$ cat src/design/nc3_pkg.sv
// ----------------------------------------------------------------------------
// nc3_pkg
// Shared types and constants for the 3x3 neighbourhood count unit.
// ----------------------------------------------------------------------------
package nc3_pkg;

   // grid limits
   localparam int MAX_COLS = 64;
   localparam int MAX_ROWS = 1024;

   // position widths
   localparam int COL_W  = $clog2(MAX_COLS);
   localparam int ROW_W  = $clog2(MAX_ROWS);
   localparam int ECOL_W = COL_W + 1;   // holds MAX_COLS itself
   localparam int EROW_W = ROW_W + 1;   // holds MAX_ROWS itself

   // register widths
   localparam int CFG_ROWS_W = 11;
   localparam int CFG_COLS_W = 7;
   localparam int CSR_DATA_W = 32;
   localparam int CSR_ADDR_W = 3;

   // result fields
   localparam int CNT_W       = 4;
   localparam int RSP_FIELD_W = ROW_W + COL_W + CNT_W;
   localparam int RSP_DATA_W  = ((RSP_FIELD_W + 7) / 8) * 8;

   // line buffer entry: bit 0 = one row back, bit 1 = two rows back
   localparam int LINE_W = 2;

   // input item kinds
   typedef enum logic {
      KIND_CELL  = 1'b0,
      KIND_FLUSH = 1'b1
   } kind_type;

   // register indexes
   typedef enum logic {
      REG_NUM_ROWS = 1'b0,
      REG_NUM_COLS = 1'b1
   } reg_index_type;

   // one item handed from the sequencer to the window stage
   typedef struct packed {
      logic             emit;       // item produces a result
      logic             last;       // result closes the frame
      logic [ROW_W-1:0] row;        // counted cell row
      logic [COL_W-1:0] col;        // counted cell column
      logic [COL_W-1:0] addr;       // line buffer column of this item
      logic             top_ok;
      logic             bot_ok;
      logic             left_ok;
      logic             right_ok;
      logic [2:0]       low_bits;   // 0 = this item, 1/2 = one/two items back
   } nc3_item_type;

endpackage

$ cat src/design/neighbourhood_count_3x3_unit.sv
// ----------------------------------------------------------------------------
// neighbourhood_count_3x3_unit
// 3x3 box sum over a binary grid streamed in raster order.
// ----------------------------------------------------------------------------
// Takes one cell beat per clock cycle and gives one count beat per cell, with
// no gaps while both sides keep up. The beat that completes a cell's window
// passes through the line buffer read stage and the result register before
// its count leaves; the line buffer is a single RAM of MAX_COLS two-bit rows
// with one read and one write per cycle, bypassed when consecutive beats hit
// the same column. After the last cell of a frame, send num_cols+1 flush
// beats; the final count carries tlast and the unit is ready for the next
// frame. Writing either register restarts the frame; write only when idle.
// ----------------------------------------------------------------------------
module neighbourhood_count_3x3_unit
   import nc3_pkg::*;
(
   input  logic                  clock,
   input  logic                  reset,

   // cell beats
   input  logic                  req_tvalid,
   output logic                  req_tready,
   input  logic [7:0]            req_tdata,   // [0] mine
   input  logic                  req_tuser,   // [0] kind

   // count beats
   output logic                  rsp_tvalid,
   input  logic                  rsp_tready,
   output logic [RSP_DATA_W-1:0] rsp_tdata,   // [9:0] cell_row, [15:10] cell_col,
                                              // [19:16] neighbour_count
   output logic                  rsp_tlast,   // frame_last

   // register port
   input  logic                  csr_psel,
   input  logic                  csr_penable,
   input  logic                  csr_pwrite,
   input  logic [CSR_ADDR_W-1:0] csr_paddr,
   input  logic [CSR_DATA_W-1:0] csr_pwdata,
   output logic [CSR_DATA_W-1:0] csr_prdata,
   output logic                  csr_pready
);

   logic [CFG_ROWS_W-1:0] num_rows_ff, num_rows_in;
   logic [CFG_COLS_W-1:0] num_cols_ff, num_cols_in;

   logic              csr_wr;
   reg_index_type     csr_index;
   logic [EROW_W-1:0] rows_eff;
   logic [ECOL_W-1:0] cols_eff;
   logic              take;
   logic              push;
   nc3_item_type      item;

   // register access
   assign csr_pready = 1'b1;
   assign csr_wr     = csr_psel && csr_penable && csr_pwrite;
   assign csr_index  = reg_index_type'(csr_paddr[2]);

   always_comb begin
      num_rows_in = num_rows_ff;
      num_cols_in = num_cols_ff;
      if (csr_wr) begin
         case (csr_index)
            REG_NUM_ROWS: num_rows_in = csr_pwdata[CFG_ROWS_W-1:0];
            REG_NUM_COLS: num_cols_in = csr_pwdata[CFG_COLS_W-1:0];
            default: ;
         endcase
      end
   end

   always_comb begin
      case (csr_index)
         REG_NUM_ROWS: csr_prdata = CSR_DATA_W'(num_rows_ff);
         REG_NUM_COLS: csr_prdata = CSR_DATA_W'(num_cols_ff);
         default:      csr_prdata = '0;
      endcase
   end

   always_ff @(posedge clock) begin
      if (reset) begin
         num_rows_ff <= CFG_ROWS_W'(6);
         num_cols_ff <= CFG_COLS_W'(6);
      end else begin
         num_rows_ff <= num_rows_in;
         num_cols_ff <= num_cols_in;
      end
   end

   // clamp registers to the supported grid
   always_comb begin
      if (num_rows_ff == '0) begin
         rows_eff = EROW_W'(1);
      end else if (32'(num_rows_ff) > 32'(MAX_ROWS)) begin
         rows_eff = EROW_W'(MAX_ROWS);
      end else begin
         rows_eff = EROW_W'(num_rows_ff);
      end
      if (num_cols_ff == '0) begin
         cols_eff = ECOL_W'(1);
      end else if (32'(num_cols_ff) > 32'(MAX_COLS)) begin
         cols_eff = ECOL_W'(MAX_COLS);
      end else begin
         cols_eff = ECOL_W'(num_cols_ff);
      end
   end

   assign take = req_tvalid && req_tready;

   nc3_seq u_seq (
      .clock   (clock),
      .reset   (reset),
      .restart (csr_wr),
      .rows    (rows_eff),
      .cols    (cols_eff),
      .take    (take),
      .kind    (kind_type'(req_tuser)),
      .mine    (req_tdata[0]),
      .push    (push),
      .item    (item)
   );

   nc3_window u_window (
      .clock       (clock),
      .reset       (reset),
      .push        (push),
      .item        (item),
      .stage_ready (req_tready),
      .rsp_tvalid  (rsp_tvalid),
      .rsp_tready  (rsp_tready),
      .rsp_tlast   (rsp_tlast),
      .rsp_tdata   (rsp_tdata)
   );

endmodule

$ cat src/design/nc3_line_ram.sv
// ----------------------------------------------------------------------------
// nc3_line_ram
// Simple dual-port synchronous RAM, one write and one registered read port.
// ----------------------------------------------------------------------------
module nc3_line_ram #(
   parameter int DEPTH = 64,
   parameter int WIDTH = 2
) (
   input  logic                     clock,
   input  logic                     wr_en,
   input  logic [$clog2(DEPTH)-1:0] wr_addr,
   input  logic [WIDTH-1:0]         wr_data,
   input  logic                     rd_en,
   input  logic [$clog2(DEPTH)-1:0] rd_addr,
   output logic [WIDTH-1:0]         rd_data
);

   logic [WIDTH-1:0] mem [DEPTH];

   // write port
   always_ff @(posedge clock) begin
      if (wr_en) begin
         mem[wr_addr] <= wr_data;
      end
   end

   // read port, old data on a same-address collision
   always_ff @(posedge clock) begin
      if (rd_en) begin
         rd_data <= mem[rd_addr];
      end
   end

endmodule

$ cat src/design/nc3_seq.sv
// ----------------------------------------------------------------------------
// nc3_seq
// Raster position tracking: input and output positions, result decision,
// border flags and the last two cell bits taken in.
// ----------------------------------------------------------------------------
module nc3_seq
   import nc3_pkg::*;
(
   input  logic              clock,
   input  logic              reset,
   input  logic              restart,
   input  logic [EROW_W-1:0] rows,
   input  logic [ECOL_W-1:0] cols,
   input  logic              take,
   input  kind_type          kind,
   input  logic              mine,
   output logic              push,
   output nc3_item_type      item
);

   logic [EROW_W-1:0] in_row_ff,  in_row_in;
   logic [COL_W-1:0]  in_col_ff,  in_col_in;
   logic [ROW_W-1:0]  out_row_ff, out_row_in;
   logic [COL_W-1:0]  out_col_ff, out_col_in;
   logic              emit_ff,    emit_in;
   logic              prev1_ff,   prev1_in;
   logic              prev2_ff,   prev2_in;

   logic              cur;
   logic              ignore;
   logic              emit_now;
   logic              last;
   logic [ECOL_W-1:0] in_col_inc;
   logic [ECOL_W-1:0] out_col_inc;
   logic [EROW_W-1:0] out_row_inc;

   // item decode and border flags
   always_comb begin
      cur         = (kind == KIND_CELL) ? mine : 1'b0;
      ignore      = (kind == KIND_FLUSH) && (in_row_ff == '0) && (in_col_ff == '0)
                    && !emit_ff;
      emit_now    = emit_ff || (in_row_ff >= EROW_W'(2))
                    || ((in_row_ff == EROW_W'(1)) && (in_col_ff != '0));
      in_col_inc  = {1'b0, in_col_ff} + ECOL_W'(1);
      out_col_inc = {1'b0, out_col_ff} + ECOL_W'(1);
      out_row_inc = {1'b0, out_row_ff} + EROW_W'(1);
      last        = ({1'b0, out_row_ff} == (rows - EROW_W'(1)))
                    && (out_col_inc == cols);
      push        = take && !ignore;

      item.emit     = emit_now;
      item.last     = last;
      item.row      = out_row_ff;
      item.col      = out_col_ff;
      item.addr     = in_col_ff;
      item.top_ok   = (out_row_ff != '0);
      item.bot_ok   = (out_row_inc < rows);
      item.left_ok  = (out_col_ff != '0);
      item.right_ok = (out_col_inc < cols);
      item.low_bits = {prev2_ff, prev1_ff, cur};
   end

   // next position
   always_comb begin
      in_row_in  = in_row_ff;
      in_col_in  = in_col_ff;
      out_row_in = out_row_ff;
      out_col_in = out_col_ff;
      emit_in    = emit_ff;
      prev1_in   = prev1_ff;
      prev2_in   = prev2_ff;
      if (restart) begin
         in_row_in  = '0;
         in_col_in  = '0;
         out_row_in = '0;
         out_col_in = '0;
         emit_in    = 1'b0;
      end else if (push) begin
         prev1_in = cur;
         prev2_in = prev1_ff;
         if (emit_now && last) begin
            in_row_in  = '0;
            in_col_in  = '0;
            out_row_in = '0;
            out_col_in = '0;
            emit_in    = 1'b0;
         end else begin
            if (in_col_inc >= cols) begin
               in_col_in = '0;
               in_row_in = in_row_ff + EROW_W'(1);
            end else begin
               in_col_in = in_col_inc[COL_W-1:0];
            end
            if (emit_now) begin
               emit_in = 1'b1;
               if (out_col_inc >= cols) begin
                  out_col_in = '0;
                  out_row_in = out_row_inc[ROW_W-1:0];
               end else begin
                  out_col_in = out_col_inc[COL_W-1:0];
               end
            end
         end
      end
   end

   always_ff @(posedge clock) begin
      if (reset) begin
         in_row_ff  <= '0;
         in_col_ff  <= '0;
         out_row_ff <= '0;
         out_col_ff <= '0;
         emit_ff    <= 1'b0;
         prev1_ff   <= 1'b0;
         prev2_ff   <= 1'b0;
      end else begin
         in_row_ff  <= in_row_in;
         in_col_ff  <= in_col_in;
         out_row_ff <= out_row_in;
         out_col_ff <= out_col_in;
         emit_ff    <= emit_in;
         prev1_ff   <= prev1_in;
         prev2_ff   <= prev2_in;
      end
   end

endmodule

$ cat src/design/nc3_window.sv
// ----------------------------------------------------------------------------
// nc3_window
// Line buffer read-modify-write, window taps, 3x3 count and result register.
// ----------------------------------------------------------------------------
module nc3_window
   import nc3_pkg::*;
(
   input  logic                  clock,
   input  logic                  reset,
   input  logic                  push,
   input  nc3_item_type          item,
   output logic                  stage_ready,
   output logic                  rsp_tvalid,
   input  logic                  rsp_tready,
   output logic                  rsp_tlast,
   output logic [RSP_DATA_W-1:0] rsp_tdata
);

   // stage 1 holds the item whose line buffer read is in flight
   logic               s1_valid_ff, s1_valid_in;
   nc3_item_type       s1_item_ff;
   logic               fwd_hit_ff, fwd_hit_in;
   logic [LINE_W-1:0]  fwd_data_ff;

   // delayed buffer taps: one and two items back
   logic               mid1_ff, mid2_ff, top1_ff, top2_ff;

   // result register
   logic               out_valid_ff, out_valid_in;
   logic [ROW_W-1:0]   out_row_ff;
   logic [COL_W-1:0]   out_col_ff;
   logic [CNT_W-1:0]   out_cnt_ff;
   logic               out_last_ff;

   logic               s1_adv;
   logic               s1_fire;
   logic [LINE_W-1:0]  ram_q;
   logic [LINE_W-1:0]  line_q;
   logic [LINE_W-1:0]  wr_data;
   logic [8:0]         taps;
   logic [CNT_W-1:0]   count;

   // handshake between stages
   assign s1_adv      = !out_valid_ff || rsp_tready;
   assign s1_fire     = s1_valid_ff && s1_adv;
   assign stage_ready = !s1_valid_ff || s1_adv;

   // line buffer read data, bypassed when the item ahead wrote the same column
   assign line_q  = fwd_hit_ff ? fwd_data_ff : ram_q;
   assign wr_data = {line_q[0], s1_item_ff.low_bits[0]};
   assign fwd_hit_in = push && s1_fire && (s1_item_ff.addr == item.addr);

   nc3_line_ram #(
      .DEPTH (MAX_COLS),
      .WIDTH (LINE_W)
   ) u_line_ram (
      .clock   (clock),
      .wr_en   (s1_fire),
      .wr_addr (s1_item_ff.addr),
      .wr_data (wr_data),
      .rd_en   (push),
      .rd_addr (item.addr),
      .rd_data (ram_q)
   );

   // window taps, out-of-grid cells masked
   always_comb begin
      taps[0] = top2_ff & s1_item_ff.top_ok & s1_item_ff.left_ok;
      taps[1] = top1_ff & s1_item_ff.top_ok;
      taps[2] = line_q[1] & s1_item_ff.top_ok & s1_item_ff.right_ok;
      taps[3] = mid2_ff & s1_item_ff.left_ok;
      taps[4] = mid1_ff;
      taps[5] = line_q[0] & s1_item_ff.right_ok;
      taps[6] = s1_item_ff.low_bits[2] & s1_item_ff.bot_ok & s1_item_ff.left_ok;
      taps[7] = s1_item_ff.low_bits[1] & s1_item_ff.bot_ok;
      taps[8] = s1_item_ff.low_bits[0] & s1_item_ff.bot_ok & s1_item_ff.right_ok;
      count = '0;
      for (int i = 0; i < 9; i++) begin
         count = count + CNT_W'(taps[i]);
      end
   end

   // stage valid and result valid
   always_comb begin
      s1_valid_in = s1_valid_ff;
      if (push) begin
         s1_valid_in = 1'b1;
      end else if (s1_fire) begin
         s1_valid_in = 1'b0;
      end
      out_valid_in = out_valid_ff;
      if (s1_fire && s1_item_ff.emit) begin
         out_valid_in = 1'b1;
      end else if (rsp_tready) begin
         out_valid_in = 1'b0;
      end
   end

   always_ff @(posedge clock) begin
      if (reset) begin
         s1_valid_ff  <= 1'b0;
         fwd_hit_ff   <= 1'b0;
         out_valid_ff <= 1'b0;
      end else begin
         s1_valid_ff  <= s1_valid_in;
         fwd_hit_ff   <= push ? fwd_hit_in : fwd_hit_ff;
         out_valid_ff <= out_valid_in;
      end
   end

   // stage payload
   always_ff @(posedge clock) begin
      if (push) begin
         s1_item_ff  <= item;
         fwd_data_ff <= wr_data;
      end
      if (s1_fire) begin
         mid1_ff <= line_q[0];
         mid2_ff <= mid1_ff;
         top1_ff <= line_q[1];
         top2_ff <= top1_ff;
      end
      if (s1_fire && s1_item_ff.emit) begin
         out_row_ff  <= s1_item_ff.row;
         out_col_ff  <= s1_item_ff.col;
         out_cnt_ff  <= count;
         out_last_ff <= s1_item_ff.last;
      end
   end

   assign rsp_tvalid = out_valid_ff;
   assign rsp_tlast  = out_last_ff;
   assign rsp_tdata  = {(RSP_DATA_W - RSP_FIELD_W)'(0), out_cnt_ff, out_col_ff, out_row_ff};

   // new item only when stage 1 is empty or moving on
   a_stage_free: assert property (@(posedge clock) disable iff (reset)
      push |-> (!s1_valid_ff || s1_fire))
      else $error("item pushed into an occupied, stalled stage");

   // bypass set exactly when the entering item reads the column being written
   a_fwd_source: assert property (@(posedge clock) disable iff (reset)
      push |=> (fwd_hit_ff == $past(s1_fire && (s1_item_ff.addr == item.addr))))
      else $error("line buffer bypass without matching write");

   // result register never overwritten while its beat is pending
   a_no_overwrite: assert property (@(posedge clock) disable iff (reset)
      (s1_fire && s1_item_ff.emit) |-> (!out_valid_ff || rsp_tready))
      else $error("pending result overwritten");

endmodule

$ cat config.mk
export PLATFORM = sky130hd
export DESIGN_NAME = neighbourhood_count_3x3_unit
export DESIGN_NICKNAME = d
export VERILOG_FILES = /design/src/design/nc3_pkg.sv /design/src/design/neighbourhood_count_3x3_unit.sv /design/src/design/nc3_line_ram.sv /design/src/design/nc3_seq.sv /design/src/design/nc3_window.sv
export SDC_FILE = /design/constraint.sdc
export NUM_CORES = 1
export LEC_CHECK = 0
export BUFFER_PORTS_ARGS = -buffer_cell sky130_fd_sc_hd__buf_2
export CAP_MARGIN = 15
export CORE_UTILIZATION = 28
export DETAILED_ROUTE_END_ITERATION = 10
export PLACE_DENSITY = 0.57
export SLEW_MARGIN = 0
export SYNTH_ARGS = -nofsm -noshare
export SYNTH_HDL_FRONTEND = slang
export SYNTH_SLANG_ARGS = --single-unit
$ cat constraint.sdc
create_clock -name clock -period 3.94 [get_ports clock]
set_clock_uncertainty 0.1 [all_clocks]
set_input_delay 0.788 -clock clock [delete_from_list [all_inputs] [get_ports clock]]
set_output_delay 0.788 -clock clock [all_outputs]
set_load 0.005 [all_outputs]
==> impl_metrics.py, run 1 <==
metrics = {
    "setup_path": {
        "path_cells": "nor4_4 > a31oi_1 > or2_2 > ha_2 > and4b_1 > mux2i_1 > o311ai_1 > a2111o_1 > or4b_4 > and2_4 > or4_1 > a21oi_1",
        "cp.depth": 12,
        "setup.worst_path.class": "reg2reg",
        "r2r_cells": 12,
        "crit_path_max_incr_delay_ns": 0.60,
        "reg2reg_to": "u_seq.in_row_ff[10]",
        "path_buf_inv": 0,
        "critPathLaunch": "num_rows_ff[0]",
        "critPathSlowestCell": "or4b_4",
        "r2r-start": "num_rows_ff[0]",
        "cp-endpoint": "u_seq.in_row_ff[10]",
        "cp-start-kind": "flip-flop",
        "cp_max_fo": 10,
        "worst-endpoint-required_ns": 4.31,
        "crit_path_end_kind": "flip-flop",
        "cp_top_family": "simple AND/OR/NAND/NOR gates",
        "reg2reg_slack_ns": 0.19,
        "arrival_ns": 4.12,
    },
    "worst_hold_path": {
        "hold_path.class": "reg2reg",
        "holdCritStartpoint": "u_window.s1_item_ff[22]",
    },
    "synth": {
        "avgSynthCellArea_um2": 12.2,
        "synth.distinct_cells": 66,
        "yosysSeqAreaShare_pct": 57.7,
        "syn_area_um2": 11800,
        "ys_top_cells_by_area": "edfxtp_1 48%, dfxtp_1 9.7%, mux4_2 8.0%",
        "synth_top_area_share_pct": 48.0,
        "ys.flop_type": "edfxtp_1",
        "ys_seq_elements": 245,
        "syn-instance-count": 965,
        "yosys.area.top_type": "edfxtp_1",
        "async_reset_ff_share_pct": 0,
        "synth_edf_count": 188,
        "yosys_warnings": 0,
    },
    "timing": {
        "hold_viol": 0,
        "tns_ns": 0,
        "clock.fmax_ghz": 0.267,
        "tightest_slew_ns": 0.786,
        "slew_headroom_pct": 47.5,
        "setup_violations": 0,
        "rsz0062_at_grt": "no",
        "period_share_pct": 95.1,
        "maxSlewViolCount": 0,
        "finalCriticalPeriod_ns": 3.75,
    },
    "place": {
        "place.port_buffers": 54,
        "hpwl_mm": 16.6,
        "post_dp_cell_area_um2": 12600,
        "place_congestion": 0.839,
    },
    "floorplanning": {
        "core-area_um2": 41100,
        "die_y_um": 207,
        "die_area_um2": 42800,
        "num_io_pins": 111,
        "rows": 74,
        "initial_core_util_pct": 28.6,
        "fp.dieW_um": 207,
    },
    "pwr": {
        "ir_drop_uv": 291,
        "netSwitchingPower_mw": 1.24,
        "p_leak_nw": 4.67,
        "p_clk_share_pct": 41.7,
        "powerDensity_nw_per_um2": 409,
        "pwr-share-seq_pct": 51.8,
        "sw_frac_of_total_pct": 22.6,
        "combinationalPowerShare_pct": 6.5,
        "internal_power_mw": 4.27,
    },
    "drt": {
        "dr_wl_met2_mm": 12.1,
        "drc": 2,
        "finalWirelength_mm": 25.3,
        "drt_first_pass_iters": 9,
        "m1WireLength_mm": 11.6,
        "drtIter0Drc": 431,
        "wl_per_cell_um": 16.0,
        "viasPerCell": 4.76,
        "ant_nets": 0,
        "highest_layer": "met4",
        "routed-via-count": 7507,
        "dr_wl_met3_mm": 1.04,
    },
    "clocking": {
        "clock_path_buffers": 3,
        "cts.hold.buffers_added": 0,
        "cts_max_level": 1,
        "insertion_delay_ns": 0.54,
        "numClockSinks": 245,
        "cts_root_buf": "clkbuf_16",
        "cts_tree": "built",
        "numCtsBuffers": 26,
        "path_clk_slew_ns": 0.06,
    },
    "layout": {
        "drive_gt1_share_pct": 18.9,
        "areaGrowthSynthToFinish_pct": 14.7,
        "fin_nets": 1123,
        "fin_area_um2": 13500,
        "fillers": 4106,
    },
    "global_route": {
        "antenna_found_initial": 0,
        "grt_pass1_wl_mm": 39.7,
        "grt_pass1_vias": 7293,
        "grt_use_total_pct": 11.8,
        "grt-ovfl-total": 0,
        "grt_max_degree": 67,
    },
    "flow_run": {
        "maxCapViolations": 0,
    },
    "outcome": {
        "violations": "DRC",
        "status": "complete, but fails checks",
    },
}
==> sequential cells by signal, indices dropped and copies added, names as in the netlist, 2 cells and up <==
name / flops
u_window.s1_item_ff: 31
u_seq.out_col_ff: 6
u_window.out_row_ff: 10
u_window.out_col_ff: 6
u_window.u_line_ram.mem: 128
u_seq.in_col_ff: 6
u_window.u_line_ram.rd_data: 2
u_window.fwd_data_ff: 2
num_rows_ff: 11
u_window.out_cnt_ff: 4
u_seq.in_row_ff: 11
num_cols_ff: 7
u_seq.out_row_ff: 10
==> layout make-up <==
cell class	count	area (um^2)	share of cell area, %
flip-flops and latches	245	6790	50.3
multi-input cells	633	4560	33.8
repair buffers	89	546	4.04
clock buffers	32	716	5.30
inverters	30	113	0.835
well taps	532	666	4.93
clock inverters	16	100	0.742
diodes	1	2.50	0.0185
==> stage by stage <==
step / cells / setup WS (ns) / power [mW] / util (%) / hold slack (ns)
finish: 1578 / 0.192 / 5.51 / 32.8 / 0.318
global route: 1577 / 0.0472 / 5.71 / 32.8 / 0.323
CTS: 1577 / 0.0580 / 5.59 / 32.8 / 0.320
detailed placement: 1529 / 0.0534 / 3.27 / 30.8 / 0.305
global placement: 1529 / 0.114 / 3.27 / 30.8 / 0.301
floorplan: 989 / 0.0589 / 3.17 / - / 0.300
==> power by group through the flow <==
stage	logic [mW]	registers (mW)	clock network [mW]
final	0.358	2.85	2.30
after global routing	0.403	2.86	2.45
after CTS	0.365	2.85	2.37
after detailed placement	0.364	2.91	0
after global placement	0.358	2.91	0
after floorplan	0.262	2.91	0
==> timing repair <==
item | in CTS | in global routing
gates resized for setup | 0 | 5
endpoints found under the setup margin | 0 | 7
buffers inserted | 0 | 0
==> routing by layer <==
metal / vias to the layer above / global-route usage [%]
met5: - / 0
met4: 0 / 3.02
met3: 38 / 1.62
met2: 161 / 19.6
met1: 3690 / 16.1
li1: 3618 / -
==> cell usage in the layout (no fill, tap or decap), types with 5 or more instances in the layout <==
cell / instances
xnor2_1: 19
nand3_1: 36
inv_1: 29
fa_1: 5
nor3_1: 10
and3_1: 12
dfxtp_1: 56
o21ai_0: 15
nand4_1: 7
buf_2: 54
conb_1: 26
buf_4: 34
edfxtp_1: 188
clkinv_2: 5
a21oi_1: 60
nor4_1: 13
nand3b_1: 9
or3_1: 6
nor3b_1: 6
mux2_2: 8
nor2_1: 103
ha_1: 41
clkinv_1: 5
and2_1: 8
mux4_2: 42
nor2b_1: 12
nand2b_1: 11
a21o_1: 7
clkbuf_16: 28
or2_2: 5
nand2_1: 101
xor2_1: 10
==> logic make-up (layout without fill, tap and decap cells) <==
logic type | Yosys count | in the layout | synth area share [%]
and+or+nand+nor | 359 | 359 | 14.9
AOI/OAI and AO/OA | 121 | 121 | 6.39
adders and majority gates | 47 | 47 | 5.32
buffers and inverters | 111 | 167 | 4.55
other | 2 | 27 | 0.0638
xor gates and xnor gates | 29 | 29 | 2.16
DFF | 245 | 245 | 57.7
muxes | 51 | 51 | 8.89
==> cell usage after synthesis (19+ instances only) <==
cell type  number
xnor2_1        19
inv_1          30
nor2_1        103
nand2_1       101
dfxtp_1        57
a21oi_1        60
clkbuf_1       45
buf_4          26
nand3_1        36
mux4_2         42
edfxtp_1      188
ha_1           42
==> worst min path at each step <==
| stage | end | slack (ns) | cells after the start |
|---|---|---|---|
| after global routing | u_window.out_col_ff[1] | 0.32 | 0 |
| final | u_window.out_row_ff[3] | 0.32 | 0 |
| after detailed placement | u_window.out_row_ff[3] | 0.30 | 0 |
| after CTS | u_window.out_row_ff[3] | 0.32 | 0 |
| after global placement | u_window.out_row_ff[4] | 0.30 | 0 |
| after floorplan | u_window.out_col_ff[0] | 0.30 | 0 |
Power figures use the tool's default switching activity.
==> run 2: changes to the inputs <==
Settings changed: BUFFER_PORTS_ARGS -buffer_cell sky130_fd_sc_hd__buf_2 to -buffer_cell sky130_fd_sc_hd__clkbuf_2.
==> run 2 against run 1 <==
Net effect: the flow now finishes without violations; sequential cell count unchanged; sequential share of layout area up 0.079 points; sequential power about the same; critical path depth unchanged; final cell count about the same; fmax down 0.80%; critical path type unchanged; highest routed layer unchanged.
==> impl_metrics.py, run 2 (same netlist as run 1, synthesis figures left out) <==
metrics = {
    "outcome": {
        "status": "finished clean",
    },
    "layout": {
        "fillers": 4094,
        "mostFrequentLayoutCell": "edfxtp_1",
        "areaGrowthSynthToFinish_pct": 14.5,
        "diodes": 0,
        "multi_input_area_um2": 4550,
        "regMostFlops": "u_window.u_line_ram.mem",
        "top_regs": "u_window.u_line_ram.mem: 128 flops, u_window.s1_item_ff: 31 flops",
        "drive_gt1_share_pct": 19.2,
        "seq_area_um2": 6790,
        "largest_register_ffs": 128,
        "fin_nets": 1125,
        "layout_common_cells": "188 x edfxtp_1, 103 x nor2_1, 101 x nand2_1",
    },
    "clocking": {
        "cts_tree": "built",
        "cts_setup_buffers": 0,
        "path_clk_slew_ns": 0.06,
        "cts.hold.buffers_added": 0,
        "cts_max_level": 1,
        "clock_path_buffers": 3,
        "insertion_delay_ns": 0.53,
        "cts_root_buf": "clkbuf_16",
        "numClockSinks": 245,
        "numCtsBuffers": 26,
    },
    "timing": {
        "tightest_slew_ns": 0.784,
        "tns_ns": 0,
        "finalCriticalPeriod_ns": 3.78,
        "maxSlewViolCount": 0,
        "setup_violations": 0,
        "period_share_pct": 95.9,
        "hold_viol": 0,
        "slew_headroom_pct": 47.7,
        "clock.fmax_ghz": 0.265,
    },
    "setup_path": {
        "crit_path_max_incr_delay_ns": 0.60,
        "setup.worst_path.class": "reg2reg",
        "cp_max_fo": 10,
        "arrival_ns": 4.14,
        "crit_path_end_kind": "flip-flop",
        "path_cells": "nor4_2 > a31oi_1 > or2_2 > ha_2 > and4b_1 > mux2i_1 > o311ai_1 > a2111o_1 > or4b_4 > and2_4 > or4_1 > a21oi_1",
        "worst-endpoint-required_ns": 4.30,
        "cp-start-kind": "flip-flop",
        "reg2reg_slack_ns": 0.16,
        "critPathSlowestCell": "or4b_4",
    },
    "global_route": {
        "grt-ovfl-total": 0,
        "grt_max_degree": 67,
        "antenna_found_initial": 0,
        "grt_use_total_pct": 11.7,
        "grt_pass1_wl_mm": 39.8,
        "grt_pass1_vias": 7393,
    },
    "floorplanning": {
        "die_area_um2": 42800,
        "core-area_um2": 41100,
        "num_io_pins": 111,
        "die_y_um": 207,
        "rows": 74,
        "initial_core_util_pct": 28.6,
        "fp.dieW_um": 207,
    },
    "pwr": {
        "finalPower_mw": 5.49,
        "ir_drop_uv": 313,
        "powerDensity_nw_per_um2": 408,
        "p_leak_nw": 4.69,
    },
    "drt": {
        "ant_nets": 0,
        "routed-via-count": 7471,
        "finalWirelength_mm": 25.0,
        "drt_first_pass_iters": 7,
        "drtIter0Drc": 524,
        "drc": 0,
        "viasPerCell": 4.74,
        "wl_per_cell_um": 15.9,
    },
    "place": {
        "hpwl_mm": 16.8,
        "place.port_buffers": 54,
        "place_congestion": 0.844,
    },
    "flow_run": {
        "maxCapViolations": 0,
    },
    "worst_hold_path": {
        "hold_path.class": "reg2reg",
    },
}
[run 2: cell types whose count changed in the layout (fill, tap and decap cells not counted), moves of 2 or more]
cell | previous run | this run
buf_2 | 54 | 0
buf_4 | 34 | 37
clkbuf_1 | 4 | 1
clkbuf_16 | 28 | 26
clkbuf_2 | 0 | 54
clkinv_2 | 5 | 7
clkinvlp_4 | 3 | 0
[run 2: per-stage QoR]
stage / hold WS (ns) / setup WS (ns) / util [%] / std cells / area (um^2)
after CTS: 0.318 / 0.0884 / 32.7 / 1577 / 13500
after floorplan: 0.300 / 0.0589 / - / 989 / 11900
after global placement: 0.301 / 0.0718 / 30.8 / 1531 / 12700
after detailed placement: 0.305 / 0.103 / 30.8 / 1531 / 12700
final: 0.316 / 0.162 / 32.8 / 1577 / 13500
after global routing: 0.327 / -0.000441 / 32.8 / 1577 / 13500
[run 2: where the power goes]
group | total (mW) | switching, mW | internal (mW) | leakage (nW)
Combinational | 0.351 | 0.209 | 0.141 | 2.11
Sequential | 2.86 | 0.0308 | 2.83 | 2.18
Clock | 2.28 | 0.983 | 1.29 | 0.402
Total | 5.49 | 1.22 | 4.27 | 4.69
[run 2: what timing repair did]
item / 4_1_cts / 5_1_grt
endpoints found under the hold margin: 0 / 0
endpoints found under the setup margin: 0 / 7
resized for setup: 0 / 4
[run 2: worst paths after layout]
path | cells past startpoint | to | start
worst min register to register | 0 | u_window.out_col_ff[2] | u_window.s1_item_ff[15]
worst min-delay path | 0 | u_window.out_col_ff[2] | u_window.s1_item_ff[15]
worst max-delay path | 12 | u_seq.in_row_ff[10] | num_rows_ff[3]
worst max register to register | 12 | u_seq.in_row_ff[10] | num_rows_ff[3]
[run 2: metal layers]
layer,vias to the layer above,wire length (um),global-route usage (%)
met5,-,0,0
met4,0,597,3.75
met3,41,1160,2.04
met2,167,11800,19.4
met1,3645,11400,15.5
li1,3618,-,-
[run 2: layout make-up]
type / count / share of cell area [%]
sequential: 245 / 50.4
multi-input combinational: 633 / 33.8
clock buffer: 28 / 4.96
tap: 532 / 4.94
timing repair buffer: 91 / 4.07
clock inverter: 18 / 1.00
inverter: 30 / 0.836
[run 2: critical path: cells and delay by family, from the launching register on]
kind                       cells  cell delay, ns
muxes                          1            0.15
and+or+nand+nor                6            2.10
AOI/OAI and AO/OA              4            0.82
adders and majority gates      1            0.22
DFF                            1            0.32
